## src/design/max_subarray_endpoint_range_query_defines.svh

```systemverilog
// Assertion macros for the max-subarray range query block.
// Used by design/max_subarray_endpoint_range_query.sv; needs clk and rst_n in scope.
`ifndef MAX_SUBARRAY_ENDPOINT_RANGE_QUERY_DEFINES_SVH
`define MAX_SUBARRAY_ENDPOINT_RANGE_QUERY_DEFINES_SVH
`ifndef NO_ASSERTIONS
`define MSQ_ASSERT_SAME(lbl, ante, cons, msg) \
  lbl: assert property (@(posedge clk) disable iff (!rst_n) (ante) |-> (cons)) \
    else $error(msg);
`define MSQ_ASSERT_NEXT(lbl, ante, cons, msg) \
  lbl: assert property (@(posedge clk) disable iff (!rst_n) (ante) |=> (cons)) \
    else $error(msg);
`else
`define MSQ_ASSERT_SAME(lbl, ante, cons, msg)
`define MSQ_ASSERT_NEXT(lbl, ante, cons, msg)
`endif
`endif

```

## src/design/msq_ram.sv

```systemverilog
// Generic single-port-write, single-port-read RAM with registered read data.
// No dependencies.
`timescale 1ns / 1ps
module msq_ram #(
  parameter int WIDTH = 8,
  parameter int DEPTH = 16
) (
  input  logic                     clk,
  input  logic                     we,
  input  logic [$clog2(DEPTH)-1:0] waddr,
  input  logic [WIDTH-1:0]         wdata,
  input  logic [$clog2(DEPTH)-1:0] raddr,
  output logic [WIDTH-1:0]         rdata
);
  logic [WIDTH-1:0] mem [DEPTH];

  always_ff @(posedge clk) begin
    if (we) begin
      mem[waddr] <= wdata;
    end
    rdata <= mem[raddr];
  end
endmodule
```

## config.mk

```make
export PLATFORM = sky130hd
export DESIGN_NAME = msq_ram
export DESIGN_NICKNAME = d
export VERILOG_FILES = /design/src/design/max_subarray_endpoint_range_query_defines.svh /design/src/design/msq_ram.sv
export SDC_FILE = /design/constraint.sdc
export NUM_CORES = 1
export LEC_CHECK = 0
export ABC_AREA = 1
export BUFFER_PORTS_ARGS = -buffer_cell sky130_fd_sc_hd__buf_4
export CAP_MARGIN = 20
export CORE_MARGIN = 2
export CORE_UTILIZATION = 30
export DETAILED_ROUTE_END_ITERATION = 8
export MAX_ROUTING_LAYER = met4
export SLEW_MARGIN = 5
export SYNTH_ARGS = -nofsm -noshare
export SYNTH_HDL_FRONTEND = slang
export SYNTH_SLANG_ARGS = --single-unit
```

## constraint.sdc

```tcl
create_clock -name clk -period 1.9 [get_ports clk]
set_clock_uncertainty 0.15 [all_clocks]
set_input_delay 0.38 -clock clk [delete_from_list [all_inputs] [get_ports clk]]
set_output_delay 0.38 -clock clk [all_outputs]
set_load 0.02 [all_outputs]
```

======== Word level (Yosys, flattened, before mapping) ========
Memories as Yosys holds them, arrays and structs flattened. A register that Yosys moved wholly into a read port is not among the register bits.
Index checks and enable logic that the tools add are counted.
word-level totals
  bits in registers ....................... 0
  RAM bits ................................ 128
  output and inout bits ................... 8
  memories kept ........................... 1
cells by class
  muxes and demuxes ....................... 2
memory list
  memory  depth  bits a word  rd ports  clocked after Yosys merged registers in  write ports  line           source
  mem     16     8            1         1                                        1            msq_ram.sv:15  logic [WIDTH-1:0] mem [DEPTH];
operator list
  cell     count
  $mux W1  2

======== Logic depth before layout (Yosys ltp) ========
Gate-level depths: netlist (run 1).
  depth in word-level cells ............... 2
  gate-level depth with buffers ........... 8
  gate-level depth less buffers ........... 7

======== Worst setup path before layout (run 1) ========
No wires, ideal clock.
  path type ............................... input to register
  start point ............................. input port waddr[2]
  end point ............................... memory mem[10][0] (enable)
  arrival time ............................ 961 ps
  required time ........................... 1380 ps
  setup slack ............................. 419 ps
  cell stages on the path ................. 2
  cells stage by stage .................... nand3b_1 nor2_1
RTL lines
  what             line           source
  start, declared  msq_ram.sv:10  input logic [$clog2(DEPTH)-1:0] waddr,
  end, declared    msq_ram.sv:15
No word-level cell before the write port.

======== Final worst setup path (run 1) ========
  start point ............................. register rdata[6] (read register of mem)
  end point ............................... output port rdata[6]
RTL lines
  what             line           source
  start, declared  msq_ram.sv:13  output logic [WIDTH-1:0] rdata
No word-level cell between the ends.

==> metrics, run 1 <==
area leader, netlist=edfxtp_1; WHS=about 0.13 ns; die width=143 µm; Post-synth top cells=nand2_1 (173), edfxtp_1 (128), inv_1 (100); setup TNS=0 ns; initial antenna violation count=0; Top Ports=26; core area=18800 µm²; Synth Area in XOR/XNOR=0; largest family of logic cells by synthesized area=simple AND/OR/NAND/NOR gates; Layout area overhead=20.5%; top cells by area, synth=edfxtp_1 (67%), nand2_1 (11%), nand3_1 (8.4%); Inserted Clock Buffers=17; sequential share of the synthesized area=0.694; Worst Hold Class=primary input to flop; FMAX=0.669 GHz; PortBufs=25; slowest CP cell=dfxtp_1; clk buf depth=2; Post-CTS Setup Repair Bufs=0; Initial Util=0.307; Post-CTS Hold Buffers=0; simple-gate share of the synthesized area=0.210; Post-Syn Nets=about 570; pins over their slew limit=0; vias in the first global route=3554; drt first pass iters=6; DRC violations left=0; max cap viols=0; HPWL Detailed=between 8000 and 9000 µm; syn avg cell area=about 10 µm²; drt via density=approximately 4.5; Final Cycle Share=0.787; compound-gate portion of the synthesized area=0; WL final=roughly 13000 µm; count leader, synth=nand2_1; worst-path maximum fanout=1; Slew HR=0.815; Antenna Nets Post-Route=0; CTS tree=done; count of final setup violators=0; H-tree depth=4; Setup crit start kind=flop; pwr dens=~1000 nW/µm²; fill cell count=1838; Worst Setup Path Type=flop to output port; family with the most delay on the worst path=flip-flops; clk sinks=~140; pin count of the biggest net entering global routing=61; overall die height=143 µm; yosys warns=0; mux contribution to synthesized area=0; adder-cell share of the synthesized area=0; layout net count=613; Initial DRC Count=234; synthesized cell area=around 5800 µm²; clock latency on the worst-skew pair=0.42 ns; final hold vios=0; clock slew at reported path FFs=approximately 0.06 ns; Crit path buffers/inverters=1; layout cells sized above 1=0.135; min Tclk post-route=about 1.5 ns; WL/cell=15.7 µm; Cell Rows=50; Yosys top cell area share=0.667; Yosys reg bits=roughly 140; CTS Root Cell=clkbuf_16; gr ovfl total=0; gr usage total=0.142; RSZ-0062 raised after global routing=no; Register Area=roughly 4000 µm²; Worst EP arrival=~0.96 ns; Leakage=roughly 3 nW; post-CTS resize count=0; number of synthesized flops with an enable pin=128; RePlAce Congestion=between 0.8 and 0.9; cell count after synthesis=551; Synth Flop Type=edfxtp_1; Post-synth ARST share=0; synth unique cells=12; multi-input gate area in the final layout=~1200 µm²; slowest stage delay, CP=around 0.38 ns; cells along the critical path=buf_4; Inserted Diodes=0; Tightest Pin Transition=0.278 ns; first-pass GRT wire length=approximately 20000 µm; peak supply drop=slightly above 0.0007 V; Die ar.=approximately 20000 µm²; status=finished clean; crit path capture type=output port; Critical Path RT=1.37 ns; DR vias=around 3.8k
through the flow:
step | worst slack, ns | utilization | instances | total power, mW | area [µm²]
after global placement | 0.272 | 0.337 | 810 | 3.91 | 6320
after detailed placement | 0.263 | 0.337 | 810 | 3.92 | 6320
after CTS | 0.361 | 0.370 | 842 | 7.35 | 6950
after global routing | 0.365 | 0.370 | 842 | 7.53 | 6950
after floorplan | 0.419 | - | 551 | 3.69 | 5770
final | 0.406 | 0.370 | 842 | 7.28 | 6950
layout make-up:
class	count	area share
inverters	102	0.0551
repair buffers	49	0.0619
well taps	234	0.0421
multi-input cells	289	0.175
flip-flops and latches	136	0.576
clock inverters	15	0.0288
clock buffers	17	0.0612
state kept, by name, indices dropped and copies added, names as in the netlist:
register,flops
mem,128
rdata,8
final timing paths:
kind,depth (start not counted),slack [ns],start,end
worst max-delay path,1,0.41,rdata[6],rdata[6]
worst max register to register,6,0.67,mem[7][3],rdata[3]
worst min register to register,6,0.51,mem[2][1],rdata[1]
worst min-delay path,3,0.13,raddr[3],rdata[2]
placed cells by master, fill, tap and decap left out, drive strengths merged:
| cell | n |
|---|---|
| edfxtp | 128 |
| nand3b | 2 |
| nor2 | 17 |
| buf | 49 |
| clkinvlp | 3 |
| clkinv | 5 |
| inv | 105 |
| nand3 | 97 |
| clkbuf | 17 |
| nand2 | 173 |
| dfxtp | 8 |
| bufinv | 4 |
kinds of logic after synthesis:
group                  after synthesis
flip-flops                         136
buffers and inverters              126
AND/OR/NAND/NOR                    289
report_power, final:
part           switching, mW  internal [mW]  total, mW  leakage [nW]
registers             0.0264           3.35       3.38          1.22
logic                  0.312          0.157      0.468          1.46
clock network           1.24           2.20       3.44         0.298
metal layers:
metal,global-route usage,up-vias,share of wire
li1,-,1861,-
met1,0.185,1799,0.44
met2,0.219,111,0.48
met4,0.0443,0,0.013
met5,-,-,0
met3,0.0342,12,0.063
Power figures use the tool's default switching activity.
==> inputs of run 2 (changes only) <==
Clock period 1.9 ns to 1.3 ns, I/O delays scaled along.
==> metrics, run 2 (same netlist as run 1, synthesis figures left out) <==
clock latency on the worst-skew pair=between 0.4 and 0.5 ns; Largest regs=mem x128, rdata x8; fill cell count=1886; Die ar.=20300 µm²; crit path capture type=output port; overall die height=143 µm; Top Ports=26; PortBufs=25; final hold vios=0; Leakage=roughly 3.0 nW; clk sinks=between 100 and 150; Antenna Nets Post-Route=0; Area after DPL=~6400 µm²; pins over their slew limit=0; commonest cells after routing, fill and taps aside=nand2_1 (173), edfxtp_1 (128), inv_1 (100); setup TNS=0 ns; count of final setup violators=0; CTS Root Cell=clkbuf_16; pin count of the biggest net entering global routing=33; drt first pass iters=5; clk buf depth=2; sw frac=0.202; RSZ-0062 raised after global routing=yes; Worst Setup Path Type=flop to output port; HPWL Detailed=8640 µm; Critical Path RT=between 0.8 and 0.9 ns; Slew HR=0.797; sw power=approximately 2.2 mW; initial antenna violation count=0; WL final=13500 µm; Comb power frac=0.068; drt via density=between 4 and 5; peak supply drop=between 0.0009 and 0.001 V; flop-to-flop setup slack=approximately 0.050 ns; slowest stage delay, CP=0.34 ns; Initial DRC Count=404; final worst-path setup slack=between 0.02 and 0.025 ns; Worst Hold Class=primary input to flop; cells along the critical path=buf_6; Placement Setup Slack=-0.200 ns; Tightest Pin Transition=about 0.30 ns; layout net count=619; slowest CP cell=dfxtp_2; Inserted Clock Buffers=17; Cell Rows=50; min Tclk post-route=1.28 ns; core area=between 15000 and 20000 µm²; first-pass GRT wire length=21100 µm; max cap viols=0; FMAX=around 0.8 GHz; max reg flops=about 130; gr ovfl total=0; pwr dens=approximately 1500 nW/µm²; CTS tree=done; Inserted Diodes=0; family with the most delay on the worst path=flip-flops; DR vias=around 3.8k; Crit path buffers/inverters=1; Layout area overhead=22.9%; H-tree depth=4; fin area=7090 µm²; layout cells sized above 1=0.152; WL/cell=about 16 µm; Final Cycle Share=0.983; clock share of power=0.470; die width=143 µm; worst-path maximum fanout=1; Setup crit start kind=flop; Top reg by flops=mem; Reg power frac=0.463; DRC violations left=0; gr usage total=0.146; clock slew at reported path FFs=roughly 0.06 ns; status=finished clean; RePlAce Congestion=around 0.8; Pint=8.53 mW; most common cell after layout, fill and taps aside=nand2_1; Initial Util=0.307; Worst EP arrival=0.87 ns; vias in the first global route=approximately 3.8k
## run 2: changes by cell type in the layout (fill, tap and decap cells not counted), moves of 2 or more
cell | before | now
buf_6 | 0 | 6
dfxtp_1 | 8 | 2
dfxtp_2 | 0 | 6
buf_12 | 5 | 10
buf_4 | 44 | 39
nor2_1 | 17 | 12
nor2_2 | 0 | 5
clkbuf_1 | 0 | 3
inv_6 | 3 | 0
clkinv_4 | 2 | 0
## run 2: final timing paths
check | start | endpoint | cells after the start
max | rdata[7] | rdata[7] | 1
min reg2reg | mem[6][7] | rdata[7] | 6
min | wdata[2] | mem[1][2] | 1
max reg2reg | mem[8][5] | rdata[5] | 6
## run 2: power groups by stage
stage	Sequential (mW)	Combinational (mW)	Clock, mW
after CTS	4.94	0.731	5.09
after detailed placement	5.03	0.717	0
final	4.94	0.724	5.02
after global routing	4.95	0.798	5.28
after global placement	5.03	0.710	0
after floorplan	5.05	0.349	0
## run 2: stage by stage
stage | power, mW | hold WS, ns | utilization | std cells
after detailed placement | 5.74 | 0.455 | 0.343 | 816
after global placement | 5.74 | 0.450 | 0.343 | 816
after floorplan | 5.40 | 0.209 | - | 551
after global routing | 11.0 | 0.0352 | 0.378 | 846
final | 10.7 | 0.0318 | 0.378 | 846
after CTS | 10.8 | 0.0239 | 0.377 | 846
## run 2: final cells by class
class                           instances  area (µm²)  area share
Clock buffer                           20         437      0.0616
Multi-Input combinational cell        289        1230       0.173
Timing Repair Buffer                   55         561      0.0791
Tap cell                              234         293      0.0413
Sequential cell                       136        4010       0.566
Inverter                              102         383      0.0540
Clock inverter                         10         178      0.0251
## run 2: repair_timing
action,CTS,global route
hold buffers,0,0
setup buffers,0,0
endpoints found under the setup margin,5,5
resized for setup,9,3
## run 2: per-layer routing
layer  GRT usage  vias to the layer above  wire [µm]  part of all wire
met5           -                        -          0                 0
met4      0.0563                        0        243             0.018
met3      0.0339                       18        779             0.058
met2       0.221                      111       6180              0.46
met1       0.191                     1822       6290              0.47
li1            -                     1870          -                 -
==> inputs of run 3 (changes only) <==
Settings changed: ABC_AREA 1 to not set, SLEW_MARGIN 5 to 20.
==> metrics, run 3 <==
status=complete, but fails checks; failing checks=setup timing; overall die height=135 µm; Inserted Diodes=0; Yosys reg bits=between 100 and 150; gr ovfl total=0; Post-Syn Nets=247; Synth Flop Type=edfxtp_1; clock slew at reported path FFs=0.06 ns; clk sinks=between 100 and 150; CTS tree=done; slowest stage delay, CP=0.48 ns; Setup crit start kind=flop; pins over their slew limit=0; die width=approximately 130 µm; Initial DRC Count=197; Largest regs=mem x128, rdata x8; Worst EP arrival=roughly 1.6 ns; Yosys top cell area share=0.747; crit path capture type=flop; final hold vios=0; Final Cycle Share=1.07; commonest cells after routing, fill and taps aside=edfxtp_1 (128), mux4_2 (32), buf_4 (32); yosys warns=0; Worst Hold Class=primary input to flop; WL final=around 10000 µm; Crit path buffers/inverters=0; pwr dens=roughly 1500 nW/µm²; sequential share of the synthesized area=0.778; PortBufs=25; layout cells sized above 1=0.463; Layout Utilization=0.405; RePlAce Congestion=about 0.73; Worst Setup Path Type=flop to flop; gr usage total=0.125; Top reg by flops=mem; Critical Path RT=approximately 1.5 ns; min Tclk post-route=1.40 ns; worst-path maximum fanout=1; syn avg cell area=about 22 µm²; most common cell after layout, fill and taps aside=edfxtp_1; Slew HR=0.311; Placement Setup Slack=-0.447 ns; first-pass GRT wire length=approximately 16000 µm; synthesized cell area=a little over 5000 µm²; DRC violations left=0; Post-synth ARST share=0; HPWL Detailed=just under 7000 µm; drt first pass iters=4; count leader, synth=edfxtp_1; number of synthesized flops with an enable pin=between 100 and 150; synth unique cells=19; Inst Count DP=around 500; initial antenna violation count=0; top cells by area, synth=edfxtp_1 (75%), mux4_2 (7.9%), mux4_1 (7.1%); FMAX=0.716 GHz; Non-Filler Instances=about 540; vias in the first global route=approximately 2.7k; DR vias=~2.5k; family with the most delay on the worst path=multiplexers; Leakage=roughly 2.2 nW; count of final setup violators=9; drt via density=between 4 and 5; peak supply drop=between 0.0008 and 0.0009 V; WL/cell=18.9 µm; max cap viols=0; max reg flops=128; clock latency on the worst-skew pair=between 0.4 and 0.5 ns; CTS Root Cell=clkbuf_16; Antenna Nets Post-Route=0; core area=between 15000 and 20000 µm²; pin count of the biggest net entering global routing=17; H-tree depth=4; RSZ-0062 raised after global routing=yes; Top Ports=26; Layout area overhead=31.5%; Initial Util=0.308; Tightest Pin Transition=approximately 1.0 ns; slowest CP cell=mux4_2; cell count after synthesis=between 200 and 250; area leader, netlist=edfxtp_1; clk buf depth=2; final worst-path setup slack=-0.0964 ns; cells along the critical path=mux4_2 -> a22oi_2 -> nand2_1; Die ar.=~18000 µm²; layout net count=320; Post-synth top cells=edfxtp_1 (128), mux4_2 (18), a22oi_1 (16); Inserted Clock Buffers=17; Cell Rows=47
[run 3: cell types whose count changed in the layout (fill, tap and decap cells not counted), moves of 6 or more]
cell | previous run | this run
buf_12 | 10 | 17
inv_1 | 100 | 0
nor2_1 | 12 | 4
a22oi_2 | 0 | 10
a22oi_1 | 0 | 6
dlygate4sd3_1 | 0 | 8
nand2_1 | 173 | 9
nand3_1 | 97 | 1
mux4_2 | 0 | 32
buf_4 | 39 | 32
[run 3: per-stage QoR]
| stage | total power [mW] | hold WS, ns | area, µm² | setup TNS [ns] |
|---|---|---|---|---|
| 2_1_floorplan | 5.34 | 0.209 | 5210 | -12.43 |
| 3_3_place_gp | 5.62 | 0.411 | 6000 | -31.20 |
| 3_5_place_dp | 5.64 | 0.416 | 6000 | -32.33 |
| 4_1_cts | 10.6 | 0.189 | 6740 | -0.892 |
| 5_1_grt | 10.8 | 0.244 | 6770 | -1.03 |
| 6_report | 10.5 | 0.213 | 6770 | -0.552 |
[run 3: power by group]
part | switching [mW] | internal (mW) | leakage, nW | total, mW
Clock | 1.70 | 3.18 | 0.288 | 4.88
Sequential | 0.0399 | 4.91 | 1.22 | 4.95
Combinational | 0.321 | 0.328 | 0.706 | 0.650
Total | 2.06 | 8.42 | 2.22 | 10.5
[run 3: worst paths after layout]
path	cells past startpoint	start	slack [ns]	to
min	4	raddr[1]	0.21	rdata[2]
min reg2reg	3	mem[12][1]	0.52	rdata[1]
max	3	mem[3][2]	-0.1	rdata[2]
max reg2reg	3	mem[3][2]	-0.1	rdata[2]
[run 3: cell families (layout without fill, tap and decap cells)]
| kind of cell | Yosys count | in the layout | share of synthesized area |
|---|---|---|---|
| mux | 32 | 32 | 0.150 |
| buf+inv | 10 | 96 | 0.0168 |
| flops | 136 | 136 | 0.778 |
| compound gates | 16 | 16 | 0.0233 |
| simple gates | 35 | 35 | 0.0318 |
[run 3: worst reg2reg max path, cell delays in order (launching register included)]
cell      delay [ns]
edfxtp_1        0.37
mux4_2          0.48
a22oi_2         0.21
nand2_1         0.07
[run 3: per-layer routing]
layer  track usage  vias up  wire length (µm)
met5             -        -                 0
met4        0.0434        0               120
met3        0.0420       10               536
met2         0.183       62              4880
met1         0.164     1304              4590
li1              -     1105                 -
[run 3: cell type report]
| cell class | count | area (µm²) |
|---|---|---|
| timing repair buffer | 64 | 739 |
| clock buffer | 18 | 429 |
| fill | 1492 | 9930 |
| multi-input combinational | 83 | 1130 |
| clock inverter | 14 | 181 |
| tap | 220 | 275 |
| sequential | 136 | 4010 |
[run 3: repair_timing]
action / 4_1_cts / 5_1_grt
hold buffers: 8 / 0
pin swaps: 1 / 2
setup endpoints to repair: 15 / 14
endpoints found under the hold margin: 128 / 0
setup buffers: 0 / 0
gates resized for setup: 14 / 10
